## src/rtl/ils_pkg.sv

```systemverilog
// indexed list store: shared types and constants
// used by ils_ctrl, ils_cell and indexed_list_store_top; depends on nothing

package ils_pkg;

  localparam int OP_W      = 4;
  localparam int POS_W     = 6;
  localparam int VAL_W     = 32;
  localparam int ST_W      = 2;
  localparam int S_TDATA_W = 40;  // position and value, padded to whole bytes

  typedef enum logic [OP_W-1:0] {
    OP_ADD_FRONT = 4'd0,
    OP_ADD_END   = 4'd1,
    OP_ADD_AT    = 4'd2,
    OP_REM_FRONT = 4'd3,
    OP_REM_END   = 4'd4,
    OP_REM_AT    = 4'd5,
    OP_GET_FRONT = 4'd6,
    OP_GET_END   = 4'd7,
    OP_GET_AT    = 4'd8
  } op_t;

  typedef enum logic [ST_W-1:0] {
    ST_OK    = 2'd0,
    ST_RANGE = 2'd1,
    ST_FULL  = 2'd2
  } status_t;

  typedef enum logic [1:0] {
    CM_HOLD   = 2'd0,
    CM_INSERT = 2'd1,
    CM_REMOVE = 2'd2
  } cell_mode_t;

  typedef struct packed {
    cell_mode_t mode;    // what the cell row does on this transfer
    status_t    status;
    logic       rd_en;   // result carries the entry at the selected position
  } dec_t;

endpackage

```

## src/rtl/ils_ctrl.sv

```systemverilog
// indexed list store: request decoder, selects position, status and new count
// depends on ils_pkg

module ils_ctrl #(
  parameter int CAPACITY = 64,
  localparam int CW = $clog2(CAPACITY + 1),
  localparam int AW = $clog2(CAPACITY)
) (
  input  logic [ils_pkg::OP_W-1:0]  operation,
  input  logic [ils_pkg::POS_W-1:0] position,
  input  logic [CW-1:0]             count,
  output ils_pkg::dec_t             dec,
  output logic [AW-1:0]             at,
  output logic [CW-1:0]             count_next
);

  localparam int CMPW = (CW > ils_pkg::POS_W) ? CW : ils_pkg::POS_W;

  logic            full;
  logic            empty;
  logic [CW-1:0]   last;
  logic [CMPW-1:0] posx;
  logic [CMPW-1:0] cntx;
  logic [CMPW-1:0] lastx;
  logic [CMPW-1:0] atw;

  assign full  = (count == CW'(CAPACITY));
  assign empty = (count == '0);
  assign last  = count - CW'(1);
  assign posx  = CMPW'(position);
  assign cntx  = CMPW'(count);
  assign lastx = CMPW'(last);
  assign at    = atw[AW-1:0];

  always_comb begin
    dec.mode   = ils_pkg::CM_HOLD;
    dec.status = ils_pkg::ST_RANGE;
    dec.rd_en  = 1'b0;
    atw        = '0;
    count_next = count;
    unique case (operation)
      ils_pkg::OP_ADD_FRONT, ils_pkg::OP_ADD_END, ils_pkg::OP_ADD_AT: begin
        if (full) begin
          dec.status = ils_pkg::ST_FULL;
        end else begin
          dec.mode   = ils_pkg::CM_INSERT;
          dec.status = ils_pkg::ST_OK;
          count_next = count + CW'(1);
          if (operation == ils_pkg::OP_ADD_END) begin
            atw = cntx;
          end else if (operation == ils_pkg::OP_ADD_AT) begin
            atw = (posx > cntx) ? cntx : posx;
          end
        end
      end
      ils_pkg::OP_REM_FRONT, ils_pkg::OP_REM_END, ils_pkg::OP_REM_AT: begin
        if (!empty) begin
          dec.mode   = ils_pkg::CM_REMOVE;
          dec.status = ils_pkg::ST_OK;
          dec.rd_en  = 1'b1;
          count_next = last;
          if (operation == ils_pkg::OP_REM_END) begin
            atw = lastx;
          end else if (operation == ils_pkg::OP_REM_AT) begin
            // a position at or past the tail removes the tail
            atw = (posx >= lastx) ? lastx : posx;
          end
        end
      end
      ils_pkg::OP_GET_FRONT, ils_pkg::OP_GET_END: begin
        if (!empty) begin
          dec.status = ils_pkg::ST_OK;
          dec.rd_en  = 1'b1;
          if (operation == ils_pkg::OP_GET_END) begin
            atw = lastx;
          end
        end
      end
      ils_pkg::OP_GET_AT: begin
        if (posx < cntx) begin
          dec.status = ils_pkg::ST_OK;
          dec.rd_en  = 1'b1;
          atw        = posx;
        end
      end
      default: begin
        // unused codes change nothing and report out of range
        dec.status = ils_pkg::ST_RANGE;
      end
    endcase
  end

endmodule

```

## config.mk

```make
export PLATFORM = sky130hd
export DESIGN_NAME = ils_ctrl
export DESIGN_NICKNAME = d
export VERILOG_FILES = /design/src/rtl/ils_pkg.sv /design/src/rtl/ils_ctrl.sv
export SDC_FILE = /design/constraint.sdc
export NUM_CORES = 1
export LEC_CHECK = 0
export BUFFER_PORTS_ARGS = -buffer_cell sky130_fd_sc_hd__buf_2
export CORE_MARGIN = 2
export CORE_UTILIZATION = 40
export DETAILED_ROUTE_END_ITERATION = 6
export GPL_ROUTABILITY_DRIVEN = 0
export PLACE_DENSITY = 0.74
export SYNTH_ARGS = -nofsm -noshare
export SYNTH_HDL_FRONTEND = slang
export SYNTH_SLANG_ARGS = --single-unit
```

## constraint.sdc

```tcl
create_clock -name vclk -period 4.57
set_input_delay 1.1425 -clock vclk [all_inputs]
set_output_delay 1.1425 -clock vclk [all_outputs]
set_load 0.02 [all_outputs]
```

==> key figures <==
Floorplanning
  • Die H: 52.98 um
  • Total core area: between 2000 and 2500 um2
  • Die area: 2807 um2
  • Initial Util: 42.97%
  • Cell Rows: 17
  • Ports: 35
  • Die width: roughly 53 um

Power and ir drop
  • Int Power: 0.07754 mW
  • Max VDD drop: 0.06514 mV
  • Leak: 0.7285 nW
  • Reg power frac: 0%
  • Switch Pwr: approximately 0.095 mW
  • Comb power frac: 100.0%
  • Clock power frac: 0%
  • Pwr/cell area: ~120 nW/um2
  • Sw Share: 54.95%

Critical path
  • Crit-path max FO: 4
  • Critical path arrival: around 3500 ps
  • Crit. End Element: output port
  • Crit path required time: 3430 ps
  • Crit Path Class: in2out
  • CP Launch Type: primary input

Global routing
  • Vias in the first global route: 1266
  • Antenna violations before repair: 0
  • First-pass GRT wire length: 5485 um
  • GRT overflow: 0
  • Total GRT Usage: approximately a quarter
  • Largest net degree at the start of global routing: 10

Synth
  • Synth Area in Compound Gates: 32.46%
  • Count of cell types in the netlist: 40
  • Post-synthesis xor/xnor area fraction: 4.563%
  • Seq/Total Area, Yosys: 0%
  • Area share of the largest cell type after synthesis: between 15 and 20%
  • Top cell type by total area after synthesis: ha_1
  • Mux contribution to synthesized area: 4.433%
  • Synthesized area: 959.7 um2
  • Synth Area per Inst: roughly 6.7 um2
  • Syn. warnings: 0
  • Largest family of logic cells by synthesized area: compound AO/OA/AOI/OAI gates
  • Synth top area cells: ha_1, nand2_1, a21oi_1
  • Simple-Gate Fraction of Synth Area: between 30% and 40%
  • Syn Nets: 175
  • Area share of fa/ha/maj cells after synthesis: approximately 18%
  • Syn Inst Count: 144

Status
  • Failing checks: setup timing
  • Outcome: finished with violations

Layout
  • Fill cells: ~190
  • Core Util, Final: 65.99%
  • Antenna cells: 0
  • CLK BUF: 0
  • Area Growth Syn to Fin: 53.59%
  • Ratio of cells with drive above 1 in the final layout: 41.41%
  • Sequential cell area: 0 um2
  • Number of sequential cells: 0
  • Final nets: 231

Timing
  • Count of final setup violators: 6
  • Fmax: 0.2169 GHz
  • Hold Fails Final Rpt: 0
  • Slew Limit Fails: 0
  • Period utilisation layout: 100.9%
  • Setup ws final: -40.41 ps
  • Relative slew slack: 62.51%
  • Setup TNS Final: -139.2 ps
  • RSZ-0062 raised after global routing: true
  • Minimum clock period: around 4600 ps
  • Worst slew pin tran: 559.0 ps

Route
  • Post-route ant nets: 0
  • Vias/cell: between 5 and 6
  • Metal1 wirelength: 1413 um
  • Met3 wire length: 202 um
  • Number of detailed-route iterations in the first pass: 4
  • DR WL/cell: 15.28 um
  • Residual DRC: 0
  • Highest Signal Layer: met4
  • Initial DRC count: 48
  • Via count: 1310
  • Met2 Wirelength: about 1800 um
  • Routed Wire Length: 3454 um

Hold path
  • HP Class: in2out
  • WHS Endpoint: at[0]
  • Hold Startpoint: position[0]
  • Hold Path Cell Cnt: 3

Clock network
  • Post-CTS Hold Fix Bufs: 0

Flow run
  • Max-Cap Viols: 0

Placed design
  • I/O Buffers: 35
  • DP HPWL: 2714 um
[routing by layer]
metal  global-route usage [%]  vias up
met2                    48.75       55
met4                    5.556        0
met1                    31.70      602
met5                        0        -
li1                         -      645
met3                   0.5650        8
[power by group through the flow]
stage / Clock, mW / Sequential (mW) / Combinational, mW
final: 0 / 0 / 0.172
after CTS: 0 / 0 / 0.165
after detailed placement: 0 / 0 / 0.152
after global placement: 0 / 0 / 0.147
after global routing: 0 / 0 / 0.186
after floorplan: 0 / 0 / 0.0997
[what timing repair did]
item	in CTS	in global routing
setup buffers	2	3
gates resized for setup	19	4
pin swaps	12	5
hold endpoints to repair	0	0
setup endpoints to repair	6	6
[critical path: stages]
cell and delay (ps):
buf_6 100, inv_4 50, ha_4 120, or3b_4 390, xnor2_2 150, ha_1 320, nand3_2 80, o21ai_2 190
a21oi_1 80, a311o_1 340, a221o_1 360, buf_6 140
[cells by family (layout without fill, tap and decap cells)]
group	count (synthesis)	after routing
AOI/OAI and AO/OA	45	45
xor gates and xnor gates	5	5
adders and majority gates	14	14
buffers and inverters	20	74
muxes	4	4
and+or+nand+nor	56	56
[synth_stat cells]
cell type   n
or2_2       2
nand2_1    19
nand4_1     2
o21ai_0     9
a31oi_1     3
a21o_2      1
inv_1      11
a221o_1     4
o221ai_1    5
mux2i_1     2
or3_1       2
nand3b_1    1
a211oi_1    1
o21a_1      1
nor2b_1     1
or3b_4      1
nand2b_1    4
o22a_1      1
a21o_1      3
o211ai_1    3
and2_1      1
buf_2       1
ha_1       14
clkbuf_1    6
mux2_2      2
nor4_4      1
nor4_1      1
a22oi_1     1
a311o_1     1
inv_2       1
nor2_1      8
xnor2_1     5
and3_1      3
nor3_4      1
buf_6       1
a221oi_1    2
o22ai_1     1
a21oi_1     9
nand3_1     4
nor3_1      5
[placed cells by master, fill, tap and decap left out, drive strengths merged, types with 2 or more instances in the layout]
| cell type | instances |
|---|---|
| a21o | 4 |
| inv | 12 |
| mux2i | 2 |
| xnor2 | 5 |
| mux2 | 2 |
| or3 | 2 |
| nor2 | 8 |
| o211ai | 3 |
| a221o | 4 |
| nand3 | 4 |
| a21oi | 9 |
| o21ai | 9 |
| ha | 14 |
| a221oi | 2 |
| nand2b | 4 |
| a31oi | 3 |
| and3 | 3 |
| buf | 62 |
| or2 | 2 |
| nor3 | 6 |
| o221ai | 5 |
| nand4 | 2 |
| nand2 | 19 |
| nor4 | 2 |
[worst max path at each step]
stage	start	endpoint	slack [ps]	depth (start not counted)
finish	count[1]	at[0]	-40	12
global route	count[1]	at[0]	-120	12
CTS	count[1]	at[4]	-110	12
detailed placement	count[1]	at[0]	-140	13
global placement	count[1]	at[0]	-80	13
floorplan	count[0]	at[0]	2	12
[metrics by stage]
stage	cell area [um2]	hold WS (ps)	std cells	worst slack (ps)	power, mW
2_1_floorplan	1027	2444	144	1.864	0.09974
3_3_place_gp	1354	2666	221	-75.73	0.1466
3_5_place_dp	1354	2663	221	-143.8	0.1519
4_1_cts	1435	2639	223	-105.7	0.1651
5_1_grt	1474	2686	226	-124.7	0.1865
6_report	1474	2664	226	-40.41	0.1721
[final cells by class]
type,count,area [um2],area share [%]
Inverter,12,50.05,3.396
Multi-Input combinational cell,124,960.9,65.20
Tap cell,28,35.03,2.377
Timing Repair Buffer,62,427.9,29.03
No activity file was read; power rests on OpenSTA's default activity.
