[src/rtl/ils_pkg.sv]
// indexed list store: shared types and constants
// used by ils_ctrl, ils_cell and indexed_list_store_top; depends on nothing

package ils_pkg;

  localparam int OP_W      = 4;
  localparam int POS_W     = 6;
  localparam int VAL_W     = 32;
  localparam int ST_W      = 2;
  localparam int S_TDATA_W = 40;  // position and value, padded to whole bytes

  typedef enum logic [OP_W-1:0] {
    OP_ADD_FRONT = 4'd0,
    OP_ADD_END   = 4'd1,
    OP_ADD_AT    = 4'd2,
    OP_REM_FRONT = 4'd3,
    OP_REM_END   = 4'd4,
    OP_REM_AT    = 4'd5,
    OP_GET_FRONT = 4'd6,
    OP_GET_END   = 4'd7,
    OP_GET_AT    = 4'd8
  } op_t;

  typedef enum logic [ST_W-1:0] {
    ST_OK    = 2'd0,
    ST_RANGE = 2'd1,
    ST_FULL  = 2'd2
  } status_t;

  typedef enum logic [1:0] {
    CM_HOLD   = 2'd0,
    CM_INSERT = 2'd1,
    CM_REMOVE = 2'd2
  } cell_mode_t;

  typedef struct packed {
    cell_mode_t mode;    // what the cell row does on this transfer
    status_t    status;
    logic       rd_en;   // result carries the entry at the selected position
  } dec_t;

endpackage

[src/rtl/ils_cell.sv]
// indexed list store: one list slot, shifts with its neighbours or loads a value
// depends on ils_pkg

module ils_cell #(
  parameter int AW  = 6,
  parameter int IDX = 0
) (
  input  logic                     clk,
  input  ils_pkg::cell_mode_t      mode,
  input  logic [AW-1:0]            at,
  input  logic [ils_pkg::VAL_W-1:0] value,
  input  logic [ils_pkg::VAL_W-1:0] from_left,
  input  logic [ils_pkg::VAL_W-1:0] from_right,
  output logic [ils_pkg::VAL_W-1:0] q,
  output logic [ils_pkg::VAL_W-1:0] tap
);

  localparam logic [AW-1:0] ME = AW'(IDX);

  logic [ils_pkg::VAL_W-1:0] q_next;

  always_comb begin
    q_next = q;
    case (mode)
      ils_pkg::CM_INSERT: begin
        if (ME > at) begin
          q_next = from_left;
        end else if (ME == at) begin
          q_next = value;
        end
      end
      ils_pkg::CM_REMOVE: begin
        if (ME >= at) begin
          q_next = from_right;
        end
      end
      default: begin
        q_next = q;
      end
    endcase
  end

  always_ff @(posedge clk) begin
    q <= q_next;
  end

  // read tap, zero unless this slot is the selected one
  assign tap = (ME == at) ? q : '0;

endmodule

[config.mk]
export PLATFORM = sky130hd
export DESIGN_NAME = ils_cell
export DESIGN_NICKNAME = d
export VERILOG_FILES = /design/src/rtl/ils_pkg.sv /design/src/rtl/ils_cell.sv
export SDC_FILE = /design/constraint.sdc
export NUM_CORES = 1
export LEC_CHECK = 0
export ABC_CLOCK_PERIOD_IN_PS = 4700
export BUFFER_PORTS_ARGS = -buffer_cell sky130_fd_sc_hd__buf_2
export CORE_MARGIN = 3
export CORE_UTILIZATION = 30
export DETAILED_ROUTE_END_ITERATION = 7
export PLACE_DENSITY = 0.69
export SLEW_MARGIN = 20
export SYNTH_ARGS = -nofsm -noshare
export SYNTH_HDL_FRONTEND = slang
export SYNTH_SLANG_ARGS = --single-unit
[constraint.sdc]
create_clock -name clk -period 4.7 [get_ports clk]
set_input_delay 0.94 -clock clk [delete_from_list [all_inputs] [get_ports clk]]
set_output_delay 0.94 -clock clk [all_outputs]
set_load 0.01 [all_outputs]
==> results of run 1 <==
## how the worst min path moves through the flow
stage	startpoint	end	slack (ps)
after detailed placement	value[10]	q[10]	1240
after CTS	from_right[13]	q[13]	950
after global placement	value[8]	q[8]	1240
after floorplan	from_right[10]	q[10]	1160
final	from_right[13]	q[13]	960
after global routing	from_right[20]	q[20]	950
## layout make-up
cell class	instances	area [sq um]	area share, %
sequential	32	961	38.9
timing repair buffer	138	696	28.2
clock buffer	6	72.6	2.94
tap	70	87.6	3.55
clock inverter	1	5.00	0.203
multi-input combinational	69	647	26.2
## through the flow
| step | std cells | hold slack [ps] | util [%] | cell area, sq um | setup slack (ps) |
|---|---|---|---|---|---|
| detailed placement | 309 | 1240 | 45.4 | 2390 | 1510 |
| global placement | 309 | 1240 | 45.4 | 2390 | 1520 |
| floorplan | 111 | 1160 | - | 1690 | 1980 |
| CTS | 316 | 951 | 46.8 | 2470 | 1510 |
| finish | 316 | 963 | 46.8 | 2470 | 1490 |
| global route | 316 | 951 | 46.8 | 2470 | 1370 |
## layout by cell type, fill, tap and decap left out, drive strengths merged
master,synthesis,layout
edfxtp,32,32
nor2,1,1
nor2b,1,1
nor4,1,1
and3,33,33
buf,7,138
mux2,32,32
xor2,1,1
clkinv,0,1
clkbuf,3,6
## power groups by stage
stage / Clock, mW / Combinational, mW / Sequential [mW]
final: 0.192 / 0.0778 / 0.319
after global routing: 0.219 / 0.0852 / 0.319
after CTS: 0.203 / 0.0789 / 0.319
after detailed placement: 0 / 0.0786 / 0.326
after global placement: 0 / 0.0761 / 0.325
after floorplan: 0 / 0.0419 / 0.327
## cell families (layout without fill, tap and decap cells)
family | count (synthesis) | after routing | synth area share (%)
flops | 32 | 32 | 56.9
xor+xnor | 1 | 1 | 0.519
buf+inv | 10 | 145 | 5.34
simple gates | 36 | 36 | 14.3
mux | 32 | 32 | 22.9
## per-layer routing
| metal | GRT usage, % | vias up | routed length, um | part of all wire (%) |
|---|---|---|---|---|
| met5 | 0 | - | 0 | 0 |
| met4 | 7.94 | 0 | 103 | 2.2 |
| met3 | 3.33 | 8 | 400 | 8.7 |
| met2 | 25.2 | 81 | 2360 | 51 |
| met1 | 13.8 | 648 | 1740 | 38 |
| li1 | - | 691 | - | - |
==> metrics.cfg, run 1 <==
[status]
status = finished, final reports clean

[sta]
setup_viol = 0
fin_tns_setup_ps = 0
rsz0062_at_grt = false
relSlewSlack_pct = 30.1
worst_slew_pin_slew_ps = 1050
fmax_ghz = 0.312
period_minus_slack_ps = 3210
maxSlewViolCount = 0
fin_crit_sh_pct = 68.3
hold_viol = 0

[synthesis]
syn_nets = 216
yosys-top-cells-count = 32 x edfxtp_1, 30 x and3_1, 25 x mux2_2
synth_largest_area_cell = edfxtp_1
synthFlopType = edfxtp_1
synth_edf_count = 32
syn_area_sq_um = 1690
yosys_register_bits = 32
synth.avg_cell_area_sq_um = 15.2
syn_inst = 111
synth_top_cell_area_share_pct = 56.9
seq_area_frac_synth_pct = 56.9
yosys_warnings = 0
ys_top_cells_by_area = edfxtp_1 57%, mux2_2 17%, and3_1 11%, mux2_4 6.2%, buf_6 4.7%
async_reset_ff_share_pct = 0
yosys.cell_count.top_type = edfxtp_1
ys_types = 11

[clocking]
cts_hold_buf = 0
cts_sinks = 32
path_clk_slew_ps = 60
clk_path_buf_depth = 2
postCtsSetupBuffers = 0
cts_buffers = 5
root_buffer = clkbuf_8
htree_num_levels = 2
cts_tree = done
cts_resized = 0

[power]
pwr-share-seq_pct = 54.2
power_density_nw_per_um2 = 239
ir_drop_mv = 0.139
internal_power_uw = 467
p_switching_uw = 123
clkPwrFrac_pct = 32.6
combPwrFrac_pct = 13.2
design_power_total_uw = 589
swShare_pct = 20.8
power.leakage_nw = 1.29

[detailed_routing]
drtIter0Drc = 37
drtPass1Iterations = 4
ant_nets = 0
post_drt_wl_per_cell_um = 14.6
drt_wl_total_um = 4600
route.vias.total = 1428
drc = 0
drt-vias-per-instance = 4.52

[layout]
reg_top3 = q x32
layout-area-overhead-vs-synth_pct = 46.3
layout.nets = 351
regMostFlops = q
n_fill_cell = 524
largest_reg_flops = 32
drive_gt1_share_pct = 74.0
antenna_cells = 0

[placed_design]
dpl.hpwl_um = 3490
place.port_buffers = 136
finalWeightedCongestion = 0.753

[floorplanning]
ios = 169
die_area_sq_um = 6560
coreArea_sq_um = 5270
row_count = 26
start_util_pct = 32.0
die_h_um = 81.0
die_width_um = 81.0

[setup_path]
cp_top_family = simple AND/OR/NAND/NOR gates
path_max_fanout = 33
cp.required_ps = 3760
crit_buf_inv = 2
critical_path.cell_chain = buf_2 > nor2_2 > and3_2 > buf_2
critPathLaunchType = primary input
crit_end = tap[31]
max_stage_delay_ps = 800
cp_common_cell = buf_2
end_kind = output port
critPathArrivalTime_ps = 2270
path_class = in2out
worst-path-stages = 4
cp-startpoint = at[5]
crit_slowest_cell = nor2_2

[grt]
grt_pass1_wl_um = 6670
antenna_found_initial = 0
gr-total-overflow = 0
grt_pass1_vias = 1416
track_usage_pct = 13.6
grt_start_max_net_pins = 34

[flow_run]
maxCapViolCount = 0

[min_path]
hold_path.class = in2reg
whs_path_depth = 2

No activity file was read; power rests on OpenSTA's default activity.
==> run 2: changes to the inputs <==
- ABC_CLOCK_PERIOD_IN_PS: 4700 -> 2700
- PLACE_DENSITY: 0.69 -> 0.72
- clock period: 4.7 -> 2.7 ns (I/O delays scaled with it)
==> metrics.cfg, run 2 (synthesis gave the netlist of run 1 again) <==
[clocking]
path_clk_slew_ps = 60  ; about the same
postCtsSetupBuffers = 0  ; unchanged
htree_num_levels = 2  ; unchanged
cts_resized = 0  ; unchanged
cts_buffers = 5  ; unchanged
cts_tree = done
cts_hold_buf = 0  ; unchanged
clk_path_buf_depth = 2  ; unchanged
root_buffer = clkbuf_8
cts_sinks = 32  ; unchanged

[sta]
fin_tns_setup_ps = 0  ; unchanged
fmax_ghz = 0.471
setup_viol = 0  ; unchanged
rsz0062_at_grt = false
relSlewSlack_pct = 68.4  ; +38 points
fin_crit_sh_pct = 78.6
period_minus_slack_ps = 2120
whs_ps = 566  ; -397 ps
maxSlewViolCount = 0  ; unchanged
hold_viol = 0  ; unchanged
worst_slew_pin_slew_ps = 473  ; -574 ps

[power]
power_density_nw_per_um2 = 414  ; +73%
power.leakage_nw = 1.30  ; +0.99%
design_power_total_mw = 1.03  ; +75%
ir_drop_mv = 0.211  ; +52%

[detailed_routing]
drc = 0  ; unchanged
route.vias.total = 1433  ; +0.35%
drtPass1Iterations = 4  ; unchanged
drtIter0Drc = 18  ; -51%
post_drt_wl_per_cell_um = 14.4  ; -0.85%
ant_nets = 0  ; unchanged
drt-vias-per-instance = 4.49  ; -0.59%
drt_wl_total_um = 4610  ; about the same

[floorplanning]
die_h_um = 81.0  ; unchanged
row_count = 26  ; unchanged
coreArea_sq_um = 5270  ; unchanged
ios = 169  ; unchanged
die_width_um = 81.0  ; unchanged
start_util_pct = 32.0  ; unchanged
die_area_sq_um = 6560  ; unchanged

[setup_path]
crit_slowest_cell = buf_4
crit_buf_inv = 3  ; +1
cp_common_cell = buf_2
cp.required_ps = 2160  ; -1600 ps
path_class = in2out
critPathLaunchType = primary input
critPathArrivalTime_ps = 1580  ; -690 ps
critical_path.cell_chain = buf_2 > nor4_4 > buf_4 > and3_2 > buf_2
path_max_fanout = 33  ; unchanged
max_stage_delay_ps = 320  ; -480 ps
cp_top_family = buffers and inverters
end_kind = output port

[layout]
regMostFlops = q
final_common_cell = buf_2
stdcell_count = 319  ; +0.95%
finalInstanceArea_sq_um = 2500  ; +1.2%
n_fill_cell = 500  ; -4.6%
final_cell_mix = 136 x buf_2, 32 x edfxtp_1, 30 x and3_1, 25 x mux2_2, 7 x mux2_4
drive_gt1_share_pct = 73.5  ; -0.49 points
layout.nets = 353  ; +0.57%
reg_top3 = q x32
largest_reg_flops = 32  ; unchanged
layout-area-overhead-vs-synth_pct = 48.0
antenna_cells = 0  ; unchanged

[grt]
antenna_found_initial = 0  ; unchanged
track_usage_pct = 13.5  ; -0.15 points
grt_pass1_wl_um = 6620  ; -0.82%
grt_pass1_vias = 1429  ; +0.92%
grt_start_max_net_pins = 34  ; unchanged
gr-total-overflow = 0  ; unchanged

[flow_run]
maxCapViolCount = 0  ; unchanged

[placed_design]
postPlaceCellArea_sq_um = 2420  ; +1.2%
finalWeightedCongestion = 0.682  ; -9.4%
place.port_buffers = 136  ; unchanged
place_inst = 311  ; +0.65%

[status]
status = finished, final reports clean

[min_path]
hold_path.class = in2reg

-- run 2: cell count changes in the layout (fill, tap and decap cells not counted) --
cell	delta
buf_12	+1
clkinv_2	-1
clkbuf_1	+1
clkinv_1	+1
buf_4	+1
-- run 2: layout make-up --
type	instances	area, sq um	share of cell area, %
clock buffers	7	76.3	3.05
multi-input cells	69	647	25.9
clock inverters	1	3.75	0.150
flip-flops and latches	32	961	38.5
repair buffers	140	723	28.9
well taps	70	87.6	3.51
-- run 2: metal layers --
metal	global-route usage, %	up-vias	wire [um]
met5	0	-	0
met4	4.05	0	32
met3	4.99	2	432
met2	25.4	78	2440
met1	13.8	657	1700
li1	-	696	-
-- run 2: path summary, 6_finish.rpt --
check,cells after the start,slack (ps),end,startpoint
max,5,580,tap[1],at[3]
min,2,570,q[9],from_right[9]
-- run 2: report_power, final --
part	switching [mW]	total [mW]	internal [mW]
clock network	0.158	0.338	0.179
logic	0.0533	0.140	0.0867
registers	0.00154	0.556	0.555
total	0.213	1.03	0.820
-- run 2: through the flow --
stage,util [%],setup slack (ps)
floorplan,-,378
global placement,45.9,569
detailed placement,45.9,507
CTS,47.4,565
global route,47.4,510
finish,47.4,578
